<file path="src/rtl/rgbads_pkg.sv">
// Shared constants, register codes and types for the RGB area-average line downscaler.
// No dependencies; every other file in rtl/ imports this package.
package rgbads_pkg;

   // Parameter defaults and legal limits
   localparam int unsigned MAX_LINE_DEF      = 4096;
   localparam int unsigned FRACTION_BITS_DEF = 16;
   localparam int unsigned FRACTION_BITS_MAX = 24;

   // Fixed field and register widths
   localparam int unsigned COLOR_W    = 8;
   localparam int unsigned SUM_W      = 32;
   localparam int unsigned RATIO_W    = 24;
   localparam int unsigned INV_W      = 17;
   localparam int unsigned OPL_W      = 13;
   localparam int unsigned CSR_IDX_W  = 2;
   localparam int unsigned CSR_DATA_W = 24;
   // Weight fields in the lane control word are sized for the widest fraction
   localparam int unsigned LANE_WT_W  = FRACTION_BITS_MAX + 1;

   // Register indexes
   localparam logic [CSR_IDX_W-1:0] REG_RATIO   = 2'd0;
   localparam logic [CSR_IDX_W-1:0] REG_INVERSE = 2'd1;
   localparam logic [CSR_IDX_W-1:0] REG_OUTPUTS = 2'd2;

   // Register reset values
   localparam logic [RATIO_W-1:0] RATIO_RST   = 24'd65536;
   localparam logic [INV_W-1:0]   INVERSE_RST = 17'd65536;
   localparam logic [OPL_W-1:0]   OUTPUTS_RST = 13'd1;

   // Sequencer states
   typedef enum logic [1:0] {
      ST_IDLE,
      ST_MUL,
      ST_ADD
   } state_type;

   // Control word from the sequencer to each channel lane
   typedef struct packed {
      logic                 accept;
      logic                 clear;
      logic                 split;
      logic [LANE_WT_W-1:0] w_used;
      logic [LANE_WT_W-1:0] rest;
      logic [INV_W-1:0]     inv;
      logic                 mul_en;
      logic                 sel;
   } lane_ctrl_type;

   // Control word from the sequencer to the output merge register
   typedef struct packed {
      logic load;
      logic run_end;
   } out_ctrl_type;

endpackage

</file>
<file path="src/rtl/rgbads_lane.sv">
// One color channel lane: weighted accumulator, result holding slots and a two-stage
// scaler (split partial products, then round, shift and saturate). Uses rgbads_pkg.
module rgbads_lane #(
   parameter int unsigned FRACTION_BITS = rgbads_pkg::FRACTION_BITS_DEF
) (
   input  logic                               clock,
   input  logic                               reset,
   input  rgbads_pkg::lane_ctrl_type          ctrl,
   input  logic [rgbads_pkg::COLOR_W-1:0]     pixel,
   output logic [rgbads_pkg::COLOR_W-1:0]     value
);
   import rgbads_pkg::*;

   localparam int unsigned PROD_W = SUM_W + 1;
   localparam int unsigned PART_W = SUM_W / 2;
   localparam int unsigned MUL_W  = PART_W + INV_W;
   localparam int unsigned FULL_W = SUM_W + INV_W + 1;

   logic [SUM_W-1:0]  acc_ff, acc_in;
   logic [SUM_W-1:0]  pend0_ff, pend1_ff;
   logic [MUL_W-1:0]  prod_lo_ff, prod_hi_ff;
   logic [PROD_W-1:0] add_prod, rest_prod, add_sum;
   logic [SUM_W-1:0]  add_sat;
   logic [SUM_W-1:0]  mul_src;
   logic [FULL_W-1:0] full, scaled;

   // Weight this pixel into the running sum, saturating at full scale
   assign add_prod  = PROD_W'(pixel) * PROD_W'(ctrl.w_used[FRACTION_BITS:0]);
   assign rest_prod = PROD_W'(pixel) * PROD_W'(ctrl.rest[FRACTION_BITS:0]);
   assign add_sum   = {1'b0, acc_ff} + add_prod;
   assign add_sat   = add_sum[SUM_W] ? {SUM_W{1'b1}} : add_sum[SUM_W-1:0];

   // Restart, start the next sum from the split rest, or keep accumulating
   always_comb begin
      acc_in = acc_ff;
      priority if (ctrl.clear) begin
         acc_in = '0;
      end else if (ctrl.accept) begin
         acc_in = ctrl.split ? rest_prod[SUM_W-1:0] : add_sat;
      end
   end

   always_ff @(posedge clock) begin
      if (reset) begin
         acc_ff <= '0;
      end else begin
         acc_ff <= acc_in;
      end
   end

   // Hold the finished sum and the trailing sum until scaled
   always_ff @(posedge clock) begin
      if (ctrl.accept) begin
         pend0_ff <= add_sat;
         pend1_ff <= rest_prod[SUM_W-1:0];
      end
   end

   // Scaler stage one: partial products of the two sum halves
   assign mul_src = ctrl.sel ? pend1_ff : pend0_ff;

   always_ff @(posedge clock) begin
      if (ctrl.mul_en) begin
         prod_lo_ff <= MUL_W'(mul_src[PART_W-1:0]) * MUL_W'(ctrl.inv);
         prod_hi_ff <= MUL_W'(mul_src[SUM_W-1:PART_W]) * MUL_W'(ctrl.inv);
      end
   end

   // Scaler stage two: combine, round by one half, drop the fraction, saturate
   assign full   = (FULL_W'(prod_hi_ff) << PART_W) + FULL_W'(prod_lo_ff)
                 + (FULL_W'(1) << (2 * FRACTION_BITS - 1));
   assign scaled = full >> (2 * FRACTION_BITS);
   assign value  = (scaled > FULL_W'(255)) ? {COLOR_W{1'b1}} : scaled[COLOR_W-1:0];

endmodule

</file>
<file path="config.mk">
export PLATFORM = sky130hd
export DESIGN_NAME = rgbads_lane
export DESIGN_NICKNAME = d
export VERILOG_FILES = /design/src/rtl/rgbads_pkg.sv /design/src/rtl/rgbads_lane.sv
export SDC_FILE = /design/constraint.sdc
export NUM_CORES = 2
export LEC_CHECK = 0
export BUFFER_PORTS_ARGS = -buffer_cell sky130_fd_sc_hd__buf_2
export CAP_MARGIN = 20
export CORE_MARGIN = 3
export CORE_UTILIZATION = 55
export CTS_BUF_LIST = sky130_fd_sc_hd__clkbuf_4
export CTS_CLUSTER_SIZE = 8
export DETAILED_ROUTE_END_ITERATION = 7
export PLACE_DENSITY = 0.72
export SYNTH_ARGS = -nofsm -noshare
export SYNTH_HDL_FRONTEND = slang
export SYNTH_SLANG_ARGS = --single-unit
</file>
<file path="constraint.sdc">
create_clock -name clock -period 11.9 [get_ports clock]
set_input_delay 3.57 -clock clock [delete_from_list [all_inputs] [get_ports clock]]
set_output_delay 3.57 -clock clock [all_outputs]
set_load 0.03 [all_outputs]
</file>
==> results.json <==
{
  "initial_core_util": 0.558,
  "groute.layer.met1.usage": 0.350,
  "n_fill_cell": 5127,
  "synth_area_leader_cell": "fa_1",
  "setup_viol_count_final": 0,
  "floorplan.die.width_microns": 248,
  "postSynthCellCount": 3437,
  "drc": 0,
  "clk_pin_slew_ns": 0.13,
  "placement_rows": 88,
  "final_net_count": 4460,
  "drtPass1Iterations": 5,
  "worst_path_max_delay_cell": "mux2_2",
  "synth_fp_nets": 4471,
  "clkLatencyLatePin_ns": 0.63,
  "cap_violations": 0,
  "hold_path.class": "flip-flop to flip-flop",
  "layout_min_cycle_time_ns": 10.25,
  "crit_chain": "buf_2, mux2_2, nand2_1, fa_1, inv_1, fa_1, inv_1, fa_1, inv_1, fa_1, fa_1, inv_1, fa_1, inv_1, ha_1, nand2_1, inv_1, a221o_1, o21a_1, o311a_1, o21ai_2, a21oi_1, or2_4, o311ai_1",
  "grt_pass1_vias": 24300,
  "fin_worst_skew_ns": 0.0410,
  "dp.final_hpwl_microns": 57200,
  "tns_ns": 0,
  "cts.sinks": 139,
  "grt-ovfl-total": 0,
  "fp.coreArea_sq_mm": 0.0578,
  "synth.yosys.warnings": 0,
  "holdBufCountCts": 0,
  "grt_use_met3": 0.0333,
  "grt_max_degree": 74,
  "post-synth-top-area-fraction": 0.384,
  "cp_data_arrival_time_ns": 10.65,
  "detail_route.vias_per_cell": 5.47,
  "postSynth.asyncResetShare": 0,
  "grtUsageTotal": 0.253,
  "leading_post_synthesis_cells_by_cell_area": "fa_1, ha_1, edfxtp_1",
  "timing.fmax_mhz": 97.5,
  "postCtsSetupBuffers": 0,
  "ys_seq_area_frac": 0.120,
  "routedWlPerCell_microns": 17.4,
  "transition_time_at_the_pin_with_the_least_slew_margin_ns": 1.02,
  "cts_root_buf": "clkbuf_4",
  "post_dp_cell_area_sq_mm": 0.0333,
  "maximum_fanout_count_along_the_critical_path": 32,
  "syn-mean-instance-area_sq_um": 9.38,
  "place.gp.congestion": 0.866,
  "die_y_microns": 248,
  "route.vias.total": 23000,
  "criticalPathCategory": "input pin to flip-flop",
  "cts-htree-levels": 4,
  "netlist_area_sq_mm": 0.0322,
  "area_growth_syn_to_layout_pct": 4.00,
  "period_share": 0.862,
  "cts.path.max_buffers": 2,
  "worst_path_largest_cell_delay_ns": 0.61,
  "run_status": "completed",
  "grt_antenna_before_repair": 2,
  "endpoint_kind": "flip-flop",
  "final_area_sq_mm": 0.0335,
  "cp-start-kind": "input pin",
  "required_ns": 12.30,
  "ios": 90,
  "synth_edf_count": 107,
  "global_route.peak_usage_layer": "met2",
  "ys_seq_elements": 139,
  "detailedRoute.firstIterationViolations": 1392,
  "post_synth_num_cell_types": 83,
  "slew-limit-headroom": 0.319,
  "postCtsResizedCells": 0,
  "portBuffers": 73,
  "grt_setup_unrepaired": "no",
  "synth_ff_type": "edfxtp_1",
  "grt_first_pass_wirelength_microns": 124000,
  "tritoncts_buffers": 17,
  "timing_hold_violations_final": 0,
  "die_area_sq_mm": 0.0616,
  "cts_tree": "built",
  "routed_wl_microns": 73000,
  "final_layout_size_suffix_gt1_frac": 0.0526,
  "antenna_violating_nets_post_route": 0,
  "drv_slew": 0,
  "use_met2": 0.433
}
-- cell type report --
class | count | area [sq um] | share of cell area
clock inverter | 15 | 135 | 0.00403
antenna | 2 | 5.00 | 0.000149
inverter | 691 | 2590 | 0.0773
sequential | 139 | 3850 | 0.115
timing repair buffer | 99 | 561 | 0.0167
multi-input combinational | 2478 | 25300 | 0.754
tap | 765 | 957 | 0.0285
clock buffer | 17 | 128 | 0.00381
-- sequential cells by signal, summed over array words and instances (netlist names) --
| signal | count |
|---|---|
| pend0_ff | 32 |
| prod_lo_ff | 17 |
| pend1_ff | 25 |
| prod_hi_ff | 33 |
| acc_ff | 32 |
-- worst paths after layout --
kind | slack, ns | startpoint | endpoint | cells past startpoint
worst min-delay path | 0.47 | acc_ff[4] | acc_ff[4] | 2
worst max-delay path | 1.65 | ctrl[0] | prod_hi_ff[31] | 24
worst max register to register | 4.99 | pend1_ff[23] | prod_hi_ff[31] | 23
worst min register to register | 0.47 | acc_ff[4] | acc_ff[4] | 2
-- metal layers --
layer	vias up	part of all wire
met3	94	0.055
met2	642	0.49
met5	-	0
met4	0	0.015
li1	10600	-
met1	11700	0.44
-- cell families (layout without fill, tap and decap cells) --
logic type | Yosys count | after routing | share of synthesized area
and+or+nand+nor | 1078 | 1078 | 0.167
adders and majority gates | 952 | 952 | 0.513
buffers and inverters | 820 | 822 | 0.0958
AOI/OAI and AO/OA | 331 | 331 | 0.0708
DFF | 139 | 139 | 0.120
xor gates and xnor gates | 89 | 89 | 0.0242
muxes | 28 | 28 | 0.00951
other | 0 | 2 | 0
-- metrics by stage --
| step | worst slack (ns) | hold slack [ns] | utilization | instances |
|---|---|---|---|---|
| 6_report | 1.65 | 0.475 | 0.580 | 4206 |
| 3_5_place_dp | 1.06 | 0.461 | 0.575 | 4171 |
| 3_3_place_gp | 1.18 | 0.454 | 0.575 | 4171 |
| 2_1_floorplan | 1.57 | 0.441 | - | 3437 |
| 5_1_grt | 1.37 | 0.501 | 0.580 | 4205 |
| 4_1_cts | 1.75 | 0.479 | 0.580 | 4203 |
-- cells in the final DEF (no fill, tap or decap), types with 26 or more instances in the layout --
master	n
edfxtp_1	107
o21ai_0	40
ha_1	334
xor2_1	33
a21o_1	30
nand2b_1	34
fa_1	618
nand2_1	483
xnor2_1	56
inv_1	691
buf_4	26
nor2_1	60
nor2b_1	99
buf_2	73
and2_1	292
dfxtp_1	32
a21oi_1	93
-- critical path: cells and delay by family --
kind / cells / cell delay [ns]
simple gates: 3 / 0.58
mux: 1 / 0.61
compound gates: 6 / 1.63
fa+ha+maj: 7 / 3.36
buf+inv: 7 / 0.85
-- Yosys cell counts, types with 19 or more instances --
library cell  instances
ha_1                334
xor2_1               33
dfxtp_1              32
and2_1              292
a21o_1               30
nor3_1               19
mux2_2               20
o21ai_0              40
nor2_1               61
fa_1                618
nand3_1              21
a21oi_1              93
nand2_1             483
nand2b_1             34
clkbuf_1            123
inv_1               691
nor2b_1              99
edfxtp_1            107
xnor2_1              56
Power is not shown: default switching activity piles up to over one toggle a cycle in this logic, so the estimate is an artifact.
