### src/rtl/rgbads_pkg.sv
// Shared constants, register codes and types for the RGB area-average line downscaler.
// No dependencies; every other file in rtl/ imports this package.
package rgbads_pkg;

   // Parameter defaults and legal limits
   localparam int unsigned MAX_LINE_DEF      = 4096;
   localparam int unsigned FRACTION_BITS_DEF = 16;
   localparam int unsigned FRACTION_BITS_MAX = 24;

   // Fixed field and register widths
   localparam int unsigned COLOR_W    = 8;
   localparam int unsigned SUM_W      = 32;
   localparam int unsigned RATIO_W    = 24;
   localparam int unsigned INV_W      = 17;
   localparam int unsigned OPL_W      = 13;
   localparam int unsigned CSR_IDX_W  = 2;
   localparam int unsigned CSR_DATA_W = 24;
   // Weight fields in the lane control word are sized for the widest fraction
   localparam int unsigned LANE_WT_W  = FRACTION_BITS_MAX + 1;

   // Register indexes
   localparam logic [CSR_IDX_W-1:0] REG_RATIO   = 2'd0;
   localparam logic [CSR_IDX_W-1:0] REG_INVERSE = 2'd1;
   localparam logic [CSR_IDX_W-1:0] REG_OUTPUTS = 2'd2;

   // Register reset values
   localparam logic [RATIO_W-1:0] RATIO_RST   = 24'd65536;
   localparam logic [INV_W-1:0]   INVERSE_RST = 17'd65536;
   localparam logic [OPL_W-1:0]   OUTPUTS_RST = 13'd1;

   // Sequencer states
   typedef enum logic [1:0] {
      ST_IDLE,
      ST_MUL,
      ST_ADD
   } state_type;

   // Control word from the sequencer to each channel lane
   typedef struct packed {
      logic                 accept;
      logic                 clear;
      logic                 split;
      logic [LANE_WT_W-1:0] w_used;
      logic [LANE_WT_W-1:0] rest;
      logic [INV_W-1:0]     inv;
      logic                 mul_en;
      logic                 sel;
   } lane_ctrl_type;

   // Control word from the sequencer to the output merge register
   typedef struct packed {
      logic load;
      logic run_end;
   } out_ctrl_type;

endpackage

### src/rtl/rgbads_ctrl.sv
// Sequencer: configuration registers, remaining weight, output count and the
// result state machine that drives the lanes and the merge register. Uses rgbads_pkg.
module rgbads_ctrl #(
   parameter int unsigned MAX_LINE      = rgbads_pkg::MAX_LINE_DEF,
   parameter int unsigned FRACTION_BITS = rgbads_pkg::FRACTION_BITS_DEF
) (
   input  logic                                clock,
   input  logic                                reset,
   input  logic                                req_valid,
   input  logic                                req_line_end,
   output logic                                req_stall,
   input  logic                                csr_write,
   input  logic [rgbads_pkg::CSR_IDX_W-1:0]    csr_index,
   input  logic [rgbads_pkg::CSR_DATA_W-1:0]   csr_data,
   input  logic                                out_free,
   output rgbads_pkg::lane_ctrl_type           lane_ctrl,
   output rgbads_pkg::out_ctrl_type            out_ctrl
);
   import rgbads_pkg::*;

   localparam int unsigned CNT_W = $clog2(MAX_LINE + 1);
   localparam int unsigned WT_W  = (FRACTION_BITS + 2 > RATIO_W + 1) ?
                                   FRACTION_BITS + 2 : RATIO_W + 1;
   localparam int unsigned CMP_W = (CNT_W > OPL_W) ? CNT_W : OPL_W;
   localparam logic [WT_W-1:0] ONE_WT  = WT_W'(1) << FRACTION_BITS;
   localparam logic [WT_W-1:0] HALF_WT = WT_W'(1) << (FRACTION_BITS - 1);
   localparam logic [WT_W-1:0] WT_RST  = (WT_W'(RATIO_RST) < ONE_WT) ?
                                         ONE_WT : WT_W'(RATIO_RST);

   logic [RATIO_W-1:0] ratio_ff, ratio_in;
   logic [INV_W-1:0]   inv_ff, inv_in;
   logic [OPL_W-1:0]   opl_ff, opl_in;
   logic [WT_W-1:0]    weight_ff, weight_in;
   logic [CNT_W-1:0]   cnt_ff, cnt_in;
   logic [1:0]         pend_n_ff, pend_n_in;
   logic               idx_ff, idx_in;
   state_type          state_ff, state_in;

   logic               accept, cfg_ratio, split, trail, run_last;
   logic [WT_W-1:0]    eff, eff_new, rest, w_used, wl_a;
   logic [CNT_W-1:0]   cnt_inc, cnt_a;
   logic [1:0]         n_res;

   // Effective ratio never below one
   assign eff     = (WT_W'(ratio_ff) < ONE_WT) ? ONE_WT : WT_W'(ratio_ff);
   assign eff_new = (WT_W'(csr_data[RATIO_W-1:0]) < ONE_WT) ?
                    ONE_WT : WT_W'(csr_data[RATIO_W-1:0]);

   // Weight bookkeeping for the pixel being taken
   assign accept    = (state_ff == ST_IDLE) && req_valid;
   assign cfg_ratio = csr_write && (csr_index == REG_RATIO);
   assign split     = (weight_ff <= ONE_WT);
   assign rest      = ONE_WT - weight_ff;
   assign w_used    = split ? weight_ff : ONE_WT;
   assign wl_a      = split ? (eff - rest) : (weight_ff - ONE_WT);
   assign cnt_inc   = (cnt_ff < CNT_W'(MAX_LINE)) ? cnt_ff + 1'b1 : cnt_ff;
   assign cnt_a     = split ? cnt_inc : cnt_ff;
   assign trail     = req_line_end && (wl_a < HALF_WT) &&
                      (CMP_W'(cnt_a) < CMP_W'(opl_ff));
   assign n_res     = 2'(split) + 2'(trail);
   assign run_last  = (2'(idx_ff) + 2'd1 == pend_n_ff);

   // Configuration and line state
   always_comb begin
      ratio_in  = ratio_ff;
      inv_in    = inv_ff;
      opl_in    = opl_ff;
      weight_in = weight_ff;
      cnt_in    = cnt_ff;
      if (csr_write) begin
         unique case (csr_index)
            REG_RATIO:   ratio_in = csr_data[RATIO_W-1:0];
            REG_INVERSE: inv_in   = csr_data[INV_W-1:0];
            REG_OUTPUTS: opl_in   = csr_data[OPL_W-1:0];
            default:     ;
         endcase
      end
      priority if (cfg_ratio) begin
         weight_in = eff_new;
         cnt_in    = '0;
      end else if (accept) begin
         weight_in = req_line_end ? eff : wl_a;
         cnt_in    = req_line_end ? '0 : cnt_a;
      end
   end

   // Result bookkeeping: how many results, which one is next
   always_comb begin
      pend_n_in = pend_n_ff;
      idx_in    = idx_ff;
      priority if (accept) begin
         pend_n_in = n_res;
         idx_in    = 1'b0;
      end else if ((state_ff == ST_ADD) && out_free) begin
         idx_in = ~idx_ff;
      end
   end

   always_ff @(posedge clock) begin
      if (reset) begin
         ratio_ff  <= RATIO_RST;
         inv_ff    <= INVERSE_RST;
         opl_ff    <= OUTPUTS_RST;
         weight_ff <= WT_RST;
         cnt_ff    <= '0;
         pend_n_ff <= '0;
         idx_ff    <= 1'b0;
         state_ff  <= ST_IDLE;
      end else begin
         ratio_ff  <= ratio_in;
         inv_ff    <= inv_in;
         opl_ff    <= opl_in;
         weight_ff <= weight_in;
         cnt_ff    <= cnt_in;
         pend_n_ff <= pend_n_in;
         idx_ff    <= idx_in;
         state_ff  <= state_in;
      end
   end

   // Next state
   always_comb begin
      state_in = state_ff;
      unique case (state_ff)
         ST_IDLE: if (accept && (n_res != 2'd0)) state_in = ST_MUL;
         ST_MUL:  state_in = ST_ADD;
         ST_ADD: begin
            if (out_free) state_in = run_last ? ST_IDLE : ST_MUL;
         end
         default: state_in = ST_IDLE;
      endcase
   end

   // State outputs
   always_comb begin
      req_stall        = (state_ff != ST_IDLE);
      lane_ctrl.accept = accept;
      lane_ctrl.clear  = cfg_ratio || (accept && req_line_end);
      lane_ctrl.split  = split;
      lane_ctrl.w_used = LANE_WT_W'(w_used[FRACTION_BITS:0]);
      lane_ctrl.rest   = LANE_WT_W'(rest[FRACTION_BITS:0]);
      lane_ctrl.inv    = inv_ff;
      lane_ctrl.mul_en = (state_ff == ST_MUL);
      lane_ctrl.sel    = idx_ff;
      out_ctrl.load    = (state_ff == ST_ADD) && out_free;
      out_ctrl.run_end = run_last;
   end

endmodule

### config.mk
export PLATFORM = sky130hd
export DESIGN_NAME = rgbads_ctrl
export DESIGN_NICKNAME = d
export VERILOG_FILES = /design/src/rtl/rgbads_pkg.sv /design/src/rtl/rgbads_ctrl.sv
export SDC_FILE = /design/constraint.sdc
export NUM_CORES = 1
export LEC_CHECK = 0
export BUFFER_PORTS_ARGS = -buffer_cell sky130_fd_sc_hd__buf_2
export CAP_MARGIN = 0
export CORE_ASPECT_RATIO = 0.5
export CORE_MARGIN = 2
export CORE_UTILIZATION = 45
export CTS_CLUSTER_DIAMETER = 100
export DETAILED_ROUTE_END_ITERATION = 12
export GPL_ROUTABILITY_DRIVEN = 0
export PLACE_DENSITY_LB_ADDON = 0.08
export SLEW_MARGIN = 20
export SYNTH_ARGS = -nofsm -noshare
export SYNTH_HDL_FRONTEND = slang
export SYNTH_SLANG_ARGS = --single-unit
export TNS_END_PERCENT = 1
### constraint.sdc
create_clock -name clock -period 7.4 [get_ports clock]
set_clock_uncertainty 0.05 [all_clocks]
set_input_delay 1.48 -clock clock [delete_from_list [all_inputs] [get_ports clock]]
set_output_delay 1.48 -clock clock [all_outputs]
set_load 0.03 [all_outputs]
==> impl_metrics.py <==
metrics = {
    "place": {
        "dpl_cell_area_um2": 7820,
        "dpl.hpwl_um": 17200,
        "port-buffer-count": 90,
    },
    "floorplanning": {
        "initial_utilization_pct": 45.6,
        "ioPinCount": 107,
        "core_um2": 16200,
        "floorplan.die.width_um": 185,
        "dieArea_um2": 17500,
        "num_rows": 33,
        "fp.dieH_um": 94.5,
    },
    "timing": {
        "relSlewSlack_pct": 24.3,
        "timing.final.max_slew_violations": 0,
        "grt_setup_unrepaired": "false",
        "final_hold_viol_count": 0,
        "finalWorstPathRequiredPeriod_ns": 6.00,
        "maxClockFrequency_ghz": 0.167,
        "setup_viol": 0,
        "setup_tns_ns": 0,
        "worst-slew-pin-transition_ns": 1.13,
        "period_share_pct": 81.1,
        "worst_slack_on_hold_paths_ns": 0.401,
    },
    "logic_synthesis": {
        "synthesis.area_um2": 7370,
        "avgSynthCellArea_um2": 7.37,
        "synth_cell_types": 83,
        "yosys-top-cells-area": "sky130_fd_sc_hd__dfxtp_1, sky130_fd_sc_hd__nand2_1, sky130_fd_sc_hd__ha_1",
        "synth-async-reset-ratio_pct": 0,
        "post_synth_edffs": 0,
        "yosys-top-cells-count": "sky130_fd_sc_hd__nand2_1, sky130_fd_sc_hd__dfxtp_1, sky130_fd_sc_hd__a21oi_1, sky130_fd_sc_hd__nor2_1, sky130_fd_sc_hd__clkbuf_1",
        "netlist.area_leader.share_pct": 26.3,
        "synth.yosys.seq_area_share_pct": 26.3,
        "postSynth.topFlopCell": "sky130_fd_sc_hd__dfxtp_1",
        "postSynthCellCount": 1001,
        "ys_ff_latch": 97,
        "synth-warning-count": 0,
        "synth_top_cell_by_area": "sky130_fd_sc_hd__dfxtp_1",
        "yosys.cell_count.top_type": "sky130_fd_sc_hd__nand2_1",
    },
    "worst_setup_path": {
        "crit_fanout": 19,
        "criticalPathCategory": "flip-flop to flip-flop",
        "timing.critical_path.from": "weight_ff[0]",
        "worst_reg2reg_endpoint": "state_ff[0]",
        "critical_path.startpoint_type": "flip-flop",
        "regToRegSetupSlack_ns": 1.40,
        "critical_path.reg2reg.startpoint": "weight_ff[0]",
        "critical_path.endpoint": "state_ff[0]",
        "rr_worst_depth": 24,
        "required_ns": 7.62,
        "critPathCaptureType": "flip-flop",
        "cp_data_arrival_time_ns": 6.21,
    },
    "min_path": {
        "hold_start": "inv_ff[11]",
        "hold_path_class": "flip-flop to flip-flop",
    },
    "clock_tree": {
        "clock_pin_slew_on_the_worst_setup_and_hold_paths_ns": 0.07,
        "cts_hold_buffers": 0,
        "number_of_cts_inserted_buffers": 9,
        "clk_root_buffer_cell": "sky130_fd_sc_hd__clkbuf_16",
        "clock_path_buffers": 2,
        "clock_tree.htree_level_count": 3,
        "cts_post_setup_buffers_inserted": 0,
        "cts_tree": "done",
        "cts-resized-gates": 0,
        "cts_num_sinks": 97,
        "source_to_sink_clock_delay_at_the_later_pin_of_the_worst_skew_pair_ns": 0.35,
    },
    "global_routing": {
        "track_usage_pct": 26.3,
        "grt_start_max_net_pins": 86,
        "first_global_vias": 6507,
        "grt_pass1_wl_um": 35400,
        "grt_antenna_before_repair": 0,
        "global_route.overflow_total": 0,
    },
    "layout": {
        "num-fill-cells": 1693,
        "area_growth_syn_to_layout_pct": 9.62,
        "final_design_area_no_fill_um2": 8080,
        "fin_nets": 1112,
        "final_layout_size_suffix_gt1_share_pct": 13.8,
        "antennaDiodeCount": 0,
    },
    "power": {
        "power.static_leakage_nw": 3.42,
        "vdd_drop_max_uv": 134,
        "power_density_nw_per_um2": 226,
        "power.total_mw": 1.83,
    },
    "drt": {
        "remaining_drc_errors": 0,
        "totalWireLength_um": 23000,
        "dr.pass1.iters": 5,
        "drt-wirelength-per-cell_um": 18.1,
        "detail-route-antenna-nets": 0,
        "detailroute.via_count": 7308,
        "dr.first_iter.drc_count": 656,
        "drt-vias-per-instance": 5.75,
    },
    "job": {
        "max-cap-violations": 0,
    },
    "status": {
        "run_status": "finished clean",
    },
}
[state kept, by name (all words and copies together) (netlist names)]
| name | flops |
|---|---|
| cnt_ff | 13 |
| idx_ff | 1 |
| inv_ff | 17 |
| opl_ff | 13 |
| pend_n_ff | 2 |
| ratio_ff | 24 |
| state_ff | 2 |
| weight_ff | 25 |
[through the flow]
| step | utilization [%] | setup slack (ns) | cells |
|---|---|---|---|
| 4_1_cts | 49.9 | 1.41 | 1271 |
| 6_report | 49.9 | 1.40 | 1271 |
| 3_3_place_gp | 48.3 | 1.57 | 1256 |
| 2_1_floorplan | - | 2.11 | 1016 |
| 3_5_place_dp | 48.3 | 1.46 | 1256 |
| 5_1_grt | 49.9 | 0.838 | 1271 |
[critical path, stage by stage, from the launching register on]
cell	delay [ns]
sky130_fd_sc_hd__dfxtp_1	0.37
sky130_fd_sc_hd__inv_1	0.10
sky130_fd_sc_hd__ha_1	0.19
sky130_fd_sc_hd__or4b_1	0.60
sky130_fd_sc_hd__nor2_1	0.15
sky130_fd_sc_hd__buf_4	0.20
sky130_fd_sc_hd__a31o_2	0.36
sky130_fd_sc_hd__and2_1	0.21
sky130_fd_sc_hd__inv_2	0.23
sky130_fd_sc_hd__nor2_1	0.31
sky130_fd_sc_hd__and4_1	0.41
sky130_fd_sc_hd__nand2_1	0.13
sky130_fd_sc_hd__nor2_1	0.15
sky130_fd_sc_hd__xor2_1	0.21
sky130_fd_sc_hd__ha_1	0.28
sky130_fd_sc_hd__a21oi_1	0.14
sky130_fd_sc_hd__nor2b_1	0.06
sky130_fd_sc_hd__a2111oi_0	0.41
sky130_fd_sc_hd__o2111ai_1	0.19
sky130_fd_sc_hd__a211oi_1	0.19
sky130_fd_sc_hd__and4bb_1	0.25
sky130_fd_sc_hd__o2111ai_1	0.13
sky130_fd_sc_hd__ha_1	0.22
sky130_fd_sc_hd__o32a_1	0.28
sky130_fd_sc_hd__nor3_1	0.11
[placed cells by master, fill, tap and decap left out, types with 14 or more instances in the layout]
master                     instances
sky130_fd_sc_hd__ha_1             39
sky130_fd_sc_hd__a21oi_1          90
sky130_fd_sc_hd__inv_1            43
sky130_fd_sc_hd__dfxtp_1          97
sky130_fd_sc_hd__nand2_1         169
sky130_fd_sc_hd__a21o_1           14
sky130_fd_sc_hd__conb_1           16
sky130_fd_sc_hd__and2_1           14
sky130_fd_sc_hd__nor3_1           23
sky130_fd_sc_hd__buf_2            90
sky130_fd_sc_hd__nand3_1          17
sky130_fd_sc_hd__xnor2_1          24
sky130_fd_sc_hd__xor2_1           21
sky130_fd_sc_hd__a22oi_1          17
sky130_fd_sc_hd__and3_1           20
sky130_fd_sc_hd__o21ai_0          32
sky130_fd_sc_hd__nor2_1           89
sky130_fd_sc_hd__a211oi_1         14
[routing by layer]
layer	wire length (µm)	track usage [%]	up-vias
li1	-	-	3569
met1	11300	37.9	3493
met2	10100	41.0	223
met3	1320	4.67	23
met4	264	5.42	0
met5	0	0	-
[report_power, final]
group | total [mW] | internal, mW | switching, mW | leakage, nW
sequential | 0.591 | 0.550 | 0.0407 | 0.790
clock | 0.437 | 0.236 | 0.201 | 0.122
combinational | 0.798 | 0.275 | 0.523 | 2.51
[logic make-up (layout without fill, tap and decap cells)]
kind of cell | count (synthesis) | after routing | synth area share (%)
simple gates | 417 | 417 | 27.4
compound gates | 263 | 263 | 24.6
buf+inv | 128 | 156 | 7.74
flops | 97 | 97 | 26.3
xor+xnor | 47 | 47 | 5.87
fa+ha+maj | 40 | 40 | 6.89
mux | 8 | 8 | 1.15
other cells | 1 | 16 | 0.0509
[worst min path at each step]
stage                   endpoint  slack, ns  cells past startpoint
floorplan           ratio_ff[15]       0.38                      2
global placement       inv_ff[5]       0.39                      2
detailed placement    inv_ff[12]       0.39                      2
CTS                   inv_ff[12]       0.40                      2
global route          inv_ff[15]       0.43                      2
finish                inv_ff[11]       0.40                      2
[final cells by class]
class                           instances  area (µm²)  area share, %
Multi-Input combinational cell        791        4930           61.0
Sequential cell                        97        1940           24.0
Timing Repair Buffer                   96         495           6.13
Tap cell                              227         284           3.51
Clock buffer                           13         250           3.10
Inverter                               45         169           2.09
Clock inverter                          2        15.0          0.186
Note: power is estimated with default switching activity, not from simulation.
